## config.mk

```make
export PLATFORM = sky130hd
export DESIGN_NAME = double_ended_queue_ring_flat
export DESIGN_NICKNAME = d
export VERILOG_FILES = /design/src/sv/dq_pkg.sv /design/src/sv/dq_in_if.sv /design/src/sv/dq_out_if.sv /design/src/sv/dq_ram.sv /design/src/sv/dq_ctrl.sv /design/src/sv/double_ended_queue_ring.sv /design/src/flat_wrapper.sv
export SDC_FILE = /design/constraint.sdc
export NUM_CORES = 1
export LEC_CHECK = 0
export ABC_AREA = 0
export BUFFER_PORTS_ARGS = -buffer_cell sky130_fd_sc_hd__buf_2
export CAP_MARGIN = 40
export CELL_PAD_IN_SITES_DETAIL_PLACEMENT = 1
export CELL_PAD_IN_SITES_GLOBAL_PLACEMENT = 1
export CORE_ASPECT_RATIO = 0.75
export CORE_MARGIN = 2
export CORE_UTILIZATION = 45
export DETAILED_ROUTE_END_ITERATION = 8
export PLACE_DENSITY = 0.68
export SETUP_SLACK_MARGIN = 0.02
export SLEW_MARGIN = 20
export SYNTH_ARGS = -nofsm -noshare
export SYNTH_HDL_FRONTEND = slang
export SYNTH_HIERARCHICAL = 1
export SYNTH_SLANG_ARGS = --single-unit
export TNS_END_PERCENT = 5
```

## constraint.sdc

```tcl
create_clock -name clk -period 9.8 [get_ports clk]
set_clock_uncertainty 0.1 [all_clocks]
set_input_delay 0.49 -clock clk [delete_from_list [all_inputs] [get_ports clk]]
set_output_delay 0.49 -clock clk [all_outputs]
set_load 0.005 [all_outputs]
```

## src/sv/dq_pkg.sv

```systemverilog
// ----------------------------------------------------------------------------
// dq_pkg
// Shared constants, codes, types and ring index helpers of the double-ended
// queue.
// ----------------------------------------------------------------------------
`default_nettype none

package dq_pkg;

	localparam int DEPTH  = 16;
	localparam int IDX_W  = (DEPTH > 1) ? $clog2(DEPTH) : 1;
	localparam int CNT_W  = $clog2(DEPTH + 1);
	localparam int SUM_W  = IDX_W + 1;
	localparam int WORD_W = 32;

	typedef logic [2:0]              action_t;
	typedef logic [1:0]              status_t;
	typedef logic [IDX_W-1:0]        idx_t;
	typedef logic [CNT_W-1:0]        cnt_t;
	typedef logic signed [WORD_W-1:0] word_t;

	localparam action_t ACT_PUSH_FRONT = 3'd0;
	localparam action_t ACT_PUSH_BACK  = 3'd1;
	localparam action_t ACT_POP_FRONT  = 3'd2;
	localparam action_t ACT_POP_BACK   = 3'd3;
	localparam action_t ACT_DUMP       = 3'd4;

	localparam status_t ST_OK      = 2'd0;
	localparam status_t ST_EMPTY   = 2'd1;
	localparam status_t ST_FULL    = 2'd2;
	localparam status_t ST_INVALID = 2'd3;

	typedef struct packed {
		logic  we;
		idx_t  waddr;
		word_t wdata;
		logic  re;
		idx_t  raddr;
	} mem_req_t;

	typedef struct packed {
		logic valid;
		logic last;
	} rd_tag_t;

	typedef struct packed {
		logic    valid;
		status_t status;
	} dir_res_t;

	function automatic idx_t ring_add(idx_t base, idx_t off);
		logic [SUM_W-1:0] sum;
		sum = {1'b0, base} + {1'b0, off};
		if (sum >= SUM_W'(DEPTH)) begin
			sum = sum - SUM_W'(DEPTH);
		end
		return sum[IDX_W-1:0];
	endfunction

	function automatic idx_t ring_dec(idx_t base);
		idx_t res;
		if (base == '0) begin
			res = IDX_W'(DEPTH - 1);
		end else begin
			res = base - IDX_W'(1);
		end
		return res;
	endfunction

endpackage

`default_nettype wire

```

## src/sv/dq_in_if.sv

```systemverilog
// ----------------------------------------------------------------------------
// dq_in_if
// Input channel of the double-ended queue: one action word per handshake.
// ----------------------------------------------------------------------------
`default_nettype none

interface dq_in_if;
	import dq_pkg::*;

	logic    valid;
	logic    ready;
	action_t action;
	word_t   value;

	modport source(output valid, output action, output value, input ready);
	modport sink(input valid, input action, input value, output ready);

endinterface

`default_nettype wire

```

## src/sv/dq_out_if.sv

```systemverilog
// ----------------------------------------------------------------------------
// dq_out_if
// Result channel of the double-ended queue: one result word per handshake.
// ----------------------------------------------------------------------------
`default_nettype none

interface dq_out_if;
	import dq_pkg::*;

	logic    valid;
	logic    ready;
	status_t status;
	word_t   data;
	logic    last;

	modport source(output valid, output status, output data, output last, input ready);
	modport sink(input valid, input status, input data, input last, output ready);

endinterface

`default_nettype wire

```

## src/sv/dq_ram.sv

```systemverilog
// ----------------------------------------------------------------------------
// dq_ram
// Generic single-clock RAM with one write port and one registered read port.
// ----------------------------------------------------------------------------
`default_nettype none

module dq_ram #(
	parameter int WIDTH = 32,
	parameter int DEPTH = 16,
	localparam int ADDR_W = (DEPTH > 1) ? $clog2(DEPTH) : 1
) (
	input  wire logic              clk,
	input  wire logic              we,
	input  wire logic [ADDR_W-1:0] waddr,
	input  wire logic [WIDTH-1:0]  wdata,
	input  wire logic              re,
	input  wire logic [ADDR_W-1:0] raddr,
	output logic      [WIDTH-1:0]  rdata
);

	logic [WIDTH-1:0] mem_q [DEPTH];

	always_ff @(posedge clk) begin
		if (we) begin
			mem_q[waddr] <= wdata;
		end
		if (re) begin
			rdata <= mem_q[raddr];
		end
	end

endmodule

`default_nettype wire

```

## src/sv/dq_ctrl.sv

```systemverilog
// ----------------------------------------------------------------------------
// dq_ctrl
// Ring pointer control and dump sequencer. Decodes each accepted word,
// issues the ring store accesses and either a direct result or a read tag.
// ----------------------------------------------------------------------------
`default_nettype none

module dq_ctrl (
	input  wire logic             clk,
	input  wire logic             arst_n,
	input  wire logic             in_valid,
	input  wire dq_pkg::action_t  in_action,
	input  wire dq_pkg::word_t    in_value,
	input  wire logic             out_free,
	input  wire logic             rd_busy,
	input  wire logic             rd_slot_free,
	output logic                  in_ready,
	output dq_pkg::mem_req_t      mem_req,
	output dq_pkg::rd_tag_t       rd_tag,
	output dq_pkg::dir_res_t      dir_res
);
	import dq_pkg::*;

	idx_t front_q, front_d;
	cnt_t count_q, count_d;
	idx_t dump_idx_q, dump_idx_d;
	logic busy_q, busy_d;
	logic accept;
	logic full, empty;
	logic dump_last;

	assign in_ready  = !busy_q && !rd_busy && out_free;
	assign accept    = in_valid && in_ready;
	assign full      = (count_q == CNT_W'(DEPTH));
	assign empty     = (count_q == '0);
	assign dump_last = ((CNT_W'(dump_idx_q) + CNT_W'(1)) == count_q);

	always_comb begin
		front_d    = front_q;
		count_d    = count_q;
		dump_idx_d = dump_idx_q;
		busy_d     = busy_q;
		mem_req    = '0;
		rd_tag     = '0;
		dir_res    = '0;

		if (busy_q) begin
			if (rd_slot_free) begin
				mem_req.re    = 1'b1;
				mem_req.raddr = ring_add(front_q, dump_idx_q);
				rd_tag.valid  = 1'b1;
				rd_tag.last   = dump_last;
				dump_idx_d    = dump_idx_q + IDX_W'(1);
				if (dump_last) begin
					busy_d = 1'b0;
				end
			end
		end else if (accept) begin
			unique case (in_action)
				ACT_PUSH_FRONT: begin
					dir_res.valid = 1'b1;
					if (full) begin
						dir_res.status = ST_FULL;
					end else begin
						dir_res.status = ST_OK;
						front_d        = ring_dec(front_q);
						mem_req.we     = 1'b1;
						mem_req.waddr  = ring_dec(front_q);
						mem_req.wdata  = in_value;
						count_d        = count_q + CNT_W'(1);
					end
				end
				ACT_PUSH_BACK: begin
					dir_res.valid = 1'b1;
					if (full) begin
						dir_res.status = ST_FULL;
					end else begin
						dir_res.status = ST_OK;
						mem_req.we     = 1'b1;
						mem_req.waddr  = ring_add(front_q, count_q[IDX_W-1:0]);
						mem_req.wdata  = in_value;
						count_d        = count_q + CNT_W'(1);
					end
				end
				ACT_POP_FRONT: begin
					if (empty) begin
						dir_res.valid  = 1'b1;
						dir_res.status = ST_EMPTY;
					end else begin
						mem_req.re    = 1'b1;
						mem_req.raddr = front_q;
						rd_tag.valid  = 1'b1;
						rd_tag.last   = 1'b1;
						front_d       = ring_add(front_q, IDX_W'(1));
						count_d       = count_q - CNT_W'(1);
					end
				end
				ACT_POP_BACK: begin
					if (empty) begin
						dir_res.valid  = 1'b1;
						dir_res.status = ST_EMPTY;
					end else begin
						mem_req.re    = 1'b1;
						mem_req.raddr = ring_add(front_q, IDX_W'(count_q - CNT_W'(1)));
						rd_tag.valid  = 1'b1;
						rd_tag.last   = 1'b1;
						count_d       = count_q - CNT_W'(1);
					end
				end
				ACT_DUMP: begin
					if (empty) begin
						dir_res.valid  = 1'b1;
						dir_res.status = ST_EMPTY;
					end else begin
						mem_req.re    = 1'b1;
						mem_req.raddr = front_q;
						rd_tag.valid  = 1'b1;
						rd_tag.last   = (count_q == CNT_W'(1));
						dump_idx_d    = IDX_W'(1);
						busy_d        = (count_q != CNT_W'(1));
					end
				end
				default: begin
					dir_res.valid  = 1'b1;
					dir_res.status = ST_INVALID;
				end
			endcase
		end
	end

	always_ff @(posedge clk or negedge arst_n) begin
		if (!arst_n) begin
			front_q    <= '0;
			count_q    <= '0;
			dump_idx_q <= '0;
			busy_q     <= 1'b0;
		end else begin
			front_q    <= front_d;
			count_q    <= count_d;
			dump_idx_q <= dump_idx_d;
			busy_q     <= busy_d;
		end
	end

endmodule

`default_nettype wire

```

## src/sv/double_ended_queue_ring.sv

```systemverilog
// ----------------------------------------------------------------------------
// double_ended_queue_ring
// Bounded double-ended queue of signed 32-bit words held in a ring store.
// ----------------------------------------------------------------------------
// A push, a rejected push, an empty pop or dump and an invalid action each
// give one result straight into the output register. A successful pop reads
// its word from the registered RAM read port, then into that register. A dump
// streams the stored words one word per cycle while the receiver accepts them,
// paced by the single read port of the ring store. Every result sits in an
// output register; a new word is taken only when that register is empty or
// its result is accepted in the same cycle, so a stalled receiver stalls the input.
// ----------------------------------------------------------------------------
`default_nettype none

module double_ended_queue_ring (
	input  wire logic clk,
	input  wire logic arst_n,
	dq_in_if.sink     in_ch,
	dq_out_if.source  out_ch
);
	import dq_pkg::*;

	mem_req_t mem_req;
	rd_tag_t  rd_tag;
	dir_res_t dir_res;
	word_t    rdata;
	logic     rd_valid_s1;
	logic     rd_last_s1;
	logic     out_valid_q;
	status_t  out_status_q;
	word_t    out_data_q;
	logic     out_last_q;
	logic     out_free;
	logic     rd_slot_free;
	logic     rd_adv;

	assign out_free     = !out_valid_q || out_ch.ready;
	assign rd_adv       = rd_valid_s1 && out_free;
	assign rd_slot_free = !rd_valid_s1 || out_free;

	dq_ctrl u_ctrl (
		.clk          (clk),
		.arst_n       (arst_n),
		.in_valid     (in_ch.valid),
		.in_action    (in_ch.action),
		.in_value     (in_ch.value),
		.out_free     (out_free),
		.rd_busy      (rd_valid_s1),
		.rd_slot_free (rd_slot_free),
		.in_ready     (in_ch.ready),
		.mem_req      (mem_req),
		.rd_tag       (rd_tag),
		.dir_res      (dir_res)
	);

	dq_ram #(
		.WIDTH (WORD_W),
		.DEPTH (DEPTH)
	) u_ram (
		.clk   (clk),
		.we    (mem_req.we),
		.waddr (mem_req.waddr),
		.wdata (mem_req.wdata),
		.re    (mem_req.re),
		.raddr (mem_req.raddr),
		.rdata (rdata)
	);

	always_ff @(posedge clk or negedge arst_n) begin
		if (!arst_n) begin
			rd_valid_s1 <= 1'b0;
		end else if (rd_tag.valid) begin
			rd_valid_s1 <= 1'b1;
		end else if (rd_adv) begin
			rd_valid_s1 <= 1'b0;
		end
	end

	always_ff @(posedge clk) begin
		if (rd_tag.valid) begin
			rd_last_s1 <= rd_tag.last;
		end
	end

	always_ff @(posedge clk or negedge arst_n) begin
		if (!arst_n) begin
			out_valid_q <= 1'b0;
		end else if (rd_adv || dir_res.valid) begin
			out_valid_q <= 1'b1;
		end else if (out_ch.ready) begin
			out_valid_q <= 1'b0;
		end
	end

	always_ff @(posedge clk) begin
		if (rd_adv) begin
			out_status_q <= ST_OK;
			out_data_q   <= rdata;
			out_last_q   <= rd_last_s1;
		end else if (dir_res.valid) begin
			out_status_q <= dir_res.status;
			out_data_q   <= '0;
			out_last_q   <= 1'b1;
		end
	end

	assign out_ch.valid  = out_valid_q;
	assign out_ch.status = out_status_q;
	assign out_ch.data   = out_data_q;
	assign out_ch.last   = out_last_q;

endmodule

`default_nettype wire

```

## src/flat_wrapper.sv

```systemverilog
// flat-port wrapper written by rule: the top's interface ports become plain ports
module double_ended_queue_ring_flat import dq_pkg::*;
  (clk, arst_n, in_ch_valid, in_ch_action, in_ch_value, in_ch_ready, out_ch_valid, out_ch_status, out_ch_data, out_ch_last, out_ch_ready);
  dq_in_if in_ch_i ();
  dq_out_if out_ch_i ();
  input  wire logic clk;
  input  wire logic arst_n;
  input wire logic [$bits(in_ch_i.valid)-1:0] in_ch_valid;
  input wire logic [$bits(in_ch_i.action)-1:0] in_ch_action;
  input wire logic [$bits(in_ch_i.value)-1:0] in_ch_value;
  output wire logic [$bits(in_ch_i.ready)-1:0] in_ch_ready;
  output wire logic [$bits(out_ch_i.valid)-1:0] out_ch_valid;
  output wire logic [$bits(out_ch_i.status)-1:0] out_ch_status;
  output wire logic [$bits(out_ch_i.data)-1:0] out_ch_data;
  output wire logic [$bits(out_ch_i.last)-1:0] out_ch_last;
  input wire logic [$bits(out_ch_i.ready)-1:0] out_ch_ready;
  assign in_ch_i.valid = in_ch_valid;
  assign in_ch_i.action = in_ch_action;
  assign in_ch_i.value = in_ch_value;
  assign in_ch_ready = in_ch_i.ready;
  assign out_ch_valid = out_ch_i.valid;
  assign out_ch_status = out_ch_i.status;
  assign out_ch_data = out_ch_i.data;
  assign out_ch_last = out_ch_i.last;
  assign out_ch_i.ready = out_ch_ready;
  double_ended_queue_ring u_core (.clk(clk), .arst_n(arst_n), .in_ch(in_ch_i), .out_ch(out_ch_i));
endmodule
```

==> metrics <==
Tmin final 4.53 ns; Die ar. 0.0542 mm^2; critical path cell sequence inv_1 > ha_1 > and3_2 > or4_4 > o22a_1 > nor2_1 > nand2b_1 > nor2_4 > buf_4; first-pass GRT wire length 82500 um; worst min path class in -> reg; Critical Path Sink Type flip-flop; Yosys reg bits 596; gr ovfl total 0; Synth Cell Area 0.0235 mm^2; fmax 221 MHz; status finished clean; slack of the critical path 5.27 ns; largest fanout on the critical path 21; register area share after synthesis 75.6%; slowest stage delay, CP 0.69 ns; worst skew pair latency 0.63 ns; CTS tree done; dominant cells by area after synthesis edfxtp_1, mux4_2, a22oi_1, dfrtp_1, and2_1; Synth Instances 1155; Main synth FF type edfxtp_1; Clock transition at path regs 0.06 ns; routed vias/inst 5.78; Leak 8.78 nW; PortBufs 75; Core Box Area 0.0516 mm^2; largest area contributor in the netlist edfxtp_1; final design utilization 51.6%; Ys Warns 6; GPL Wtd Cong 0.770; drt wl/cell 27.8 um; syn avg cell area 20.4 um^2; router iterations before antenna repair 5; Multi-input gate area 0.00547 mm^2; Row Count 72; Post-synth EDFFs 578; Longest Clk Path Bufs 3; Max Cap Viol 0; GRT Util Overall 21.1%; Die Ht 202 um; Least-Margin Pin Slew 0.928 ns; pwr dens 275 mW/mm^2; CP max-delay cell nor2_4; synthesis-to-layout area growth 13.3%; fin crit share 46.2%; First DRT Iteration DRCs 1021; htree depth 2; Die X 268 um; max-slew violations 0; DRC 0; Net Count, Synth 1213; hold_ws 0.156 ns; placed cells 1899; clk root buf clkbuf_16; final hold vios 0; unrepaired setup endpoints after global routing no; synth unique cells 58; Detailed Place HPWL 28900 um; Slew HR 38.1%; CTS sink cnt 596; async set-reset flop share out of synthesis 2.68%; CP arrival 4.69 ns; worst vdd ir 0.267 mV; post-route ant nets 0; final setup vio count 0; hold path startpoint out_ch_ready; share of cells above drive strength 1 27.8%; Reg-to-Reg Start u_core/u_ctrl/count_q[1]; FF+latch area 0.0178 mm^2; pre-CTS setup slack 5.08 ns; vias in the first global route 12300; largest net degree at the start of global routing 129; post-route insts no fill 2004; Num CTS Buffers 56; Critical Path Source Type flip-flop; Synth top area share 73.7%; final WL 55700 um; CP startpoint u_core/u_ctrl/count_q[1]; nets@finish 1313; FILL cells 4592; Boundary Pins 76; Starting Density 45.6%; Resize count post-CTS 0; antenna violations before repair 3; WS Path Type reg -> reg; CP required 9.96 ns; via count 11600; TNS Setup 0 ns
## state kept, by name, summed over array words and instances, names as in the netlist
name / flops
u_core/rd_valid_s1: 1
u_core/u_ctrl/count_q: 5
u_core/out_ch.valid: 1
u_core/u_ram/rdata: 32
u_core/out_ch.last: 1
u_core/u_ram/mem_q: 512
u_core/out_ch.status: 2
u_core/out_ch.data: 32
u_core/u_ctrl/busy_q: 1
u_core/rd_last_s1: 1
u_core/u_ctrl/dump_idx_q: 4
u_core/u_ctrl/front_q: 4
## through the flow
step | total power [mW] | instance area, um^2
3_5_place_dp | 5.24 | 24800
4_1_cts | 7.41 | 26700
6_report | 7.34 | 26700
3_3_place_gp | 5.19 | 24800
2_1_floorplan | 4.64 | 23500
5_1_grt | 7.66 | 26700
## report_power, final
part / internal [mW] / switching, mW / total [mW]
Clock: 1.23 / 0.947 / 2.17
Sequential: 3.05 / 0.132 / 3.18
Combinational: 0.885 / 1.10 / 1.98
## metal layers
layer	part of all wire [%]	vias up	GRT usage, %	wire, um
met5	0	-	0	0
met4	2.3	0	6.11	1300
met3	5.7	95	3.18	3200
met2	47	342	33.1	26400
met1	45	6223	31.0	24800
li1	-	4926	-	-
## cell type report
cell class	count	area share, %
repair buffers	105	2.40
clock buffers	66	5.48
multi-input cells	485	20.5
flip-flops and latches	596	66.8
inverters	11	0.164
clock inverters	37	1.39
diodes	1	0.00939
well taps	703	3.30
## placed cells by master (no fill, tap or decap), types with 3 or more instances in the layout
cell type	n
nor2_4	15
and3_1	25
inv_1	10
buf_2	75
nand3b_1	6
edfxtp_1	578
nand2b_1	5
fa_1	3
ha_1	16
nand2_1	48
clkinv_1	12
buf_12	3
o22a_1	4
nor2b_4	3
clkinv_2	13
nor3_2	4
and2_1	34
and3_2	9
a21o_1	4
nor3_1	3
a22oi_1	64
mux2i_1	5
o22ai_1	3
bufinv_16	6
mux4_2	128
xnor2_1	17
clkbuf_16	57
a21oi_1	18
dfrtp_1	16
nor2_1	15
o21ai_0	12
buf_4	26
clkbuf_1	9
nand3_1	6
xor2_1	6
## worst paths after layout
| check | end | slack, ns | cells past startpoint |
|---|---|---|---|
| min | u_core/rd_valid_s1 | 0.16 | 3 |
| min in group asynchronous | u_core/rd_valid_s1 | 0.24 | 2 |
| max in group asynchronous | u_core/u_ctrl/count_q[3] | 9.05 | 2 |
| max reg2reg | u_core/u_ram/mem_q[14][5] | 5.27 | 9 |
| max | u_core/u_ram/mem_q[14][5] | 5.27 | 9 |
| min reg2reg | u_core/out_ch.status[1] | 0.43 | 2 |
## critical path, delay by kind of cell, from the launching register on
kind,cells,cell delay [ns]
AND/OR/NAND/NOR,5,2.27
buffers and inverters,2,0.75
flip-flops,1,0.49
adder cells (fa/ha/maj),1,0.30
AO/OA/AOI/OAI,1,0.24
## Yosys cell counts (all sizes together), types with 15 or more instances
cell type / number
a21oi: 18
a22oi: 64
and2: 35
and3: 34
buf: 36
clkbuf: 27
dfrtp: 16
edfxtp: 578
ha: 16
mux4: 128
nand2: 50
nor2: 30
o21ai: 15
xnor2: 17
## kinds of logic after synthesis
logic type,Yosys count,synth area share (%)
DFF,596,75.6
and+or+nand+nor,188,4.41
muxes,134,12.5
AOI/OAI and AO/OA,121,3.64
buffers and inverters,74,1.87
xor gates and xnor gates,23,0.856
adders and majority gates,19,1.11
## timing repair
action                                  CTS  global route
setup buffers                             0             0
endpoints found under the setup margin    0             0
hold buffers                              1             0
endpoints found under the hold margin    16             0
Power figures use the tool's default switching activity.
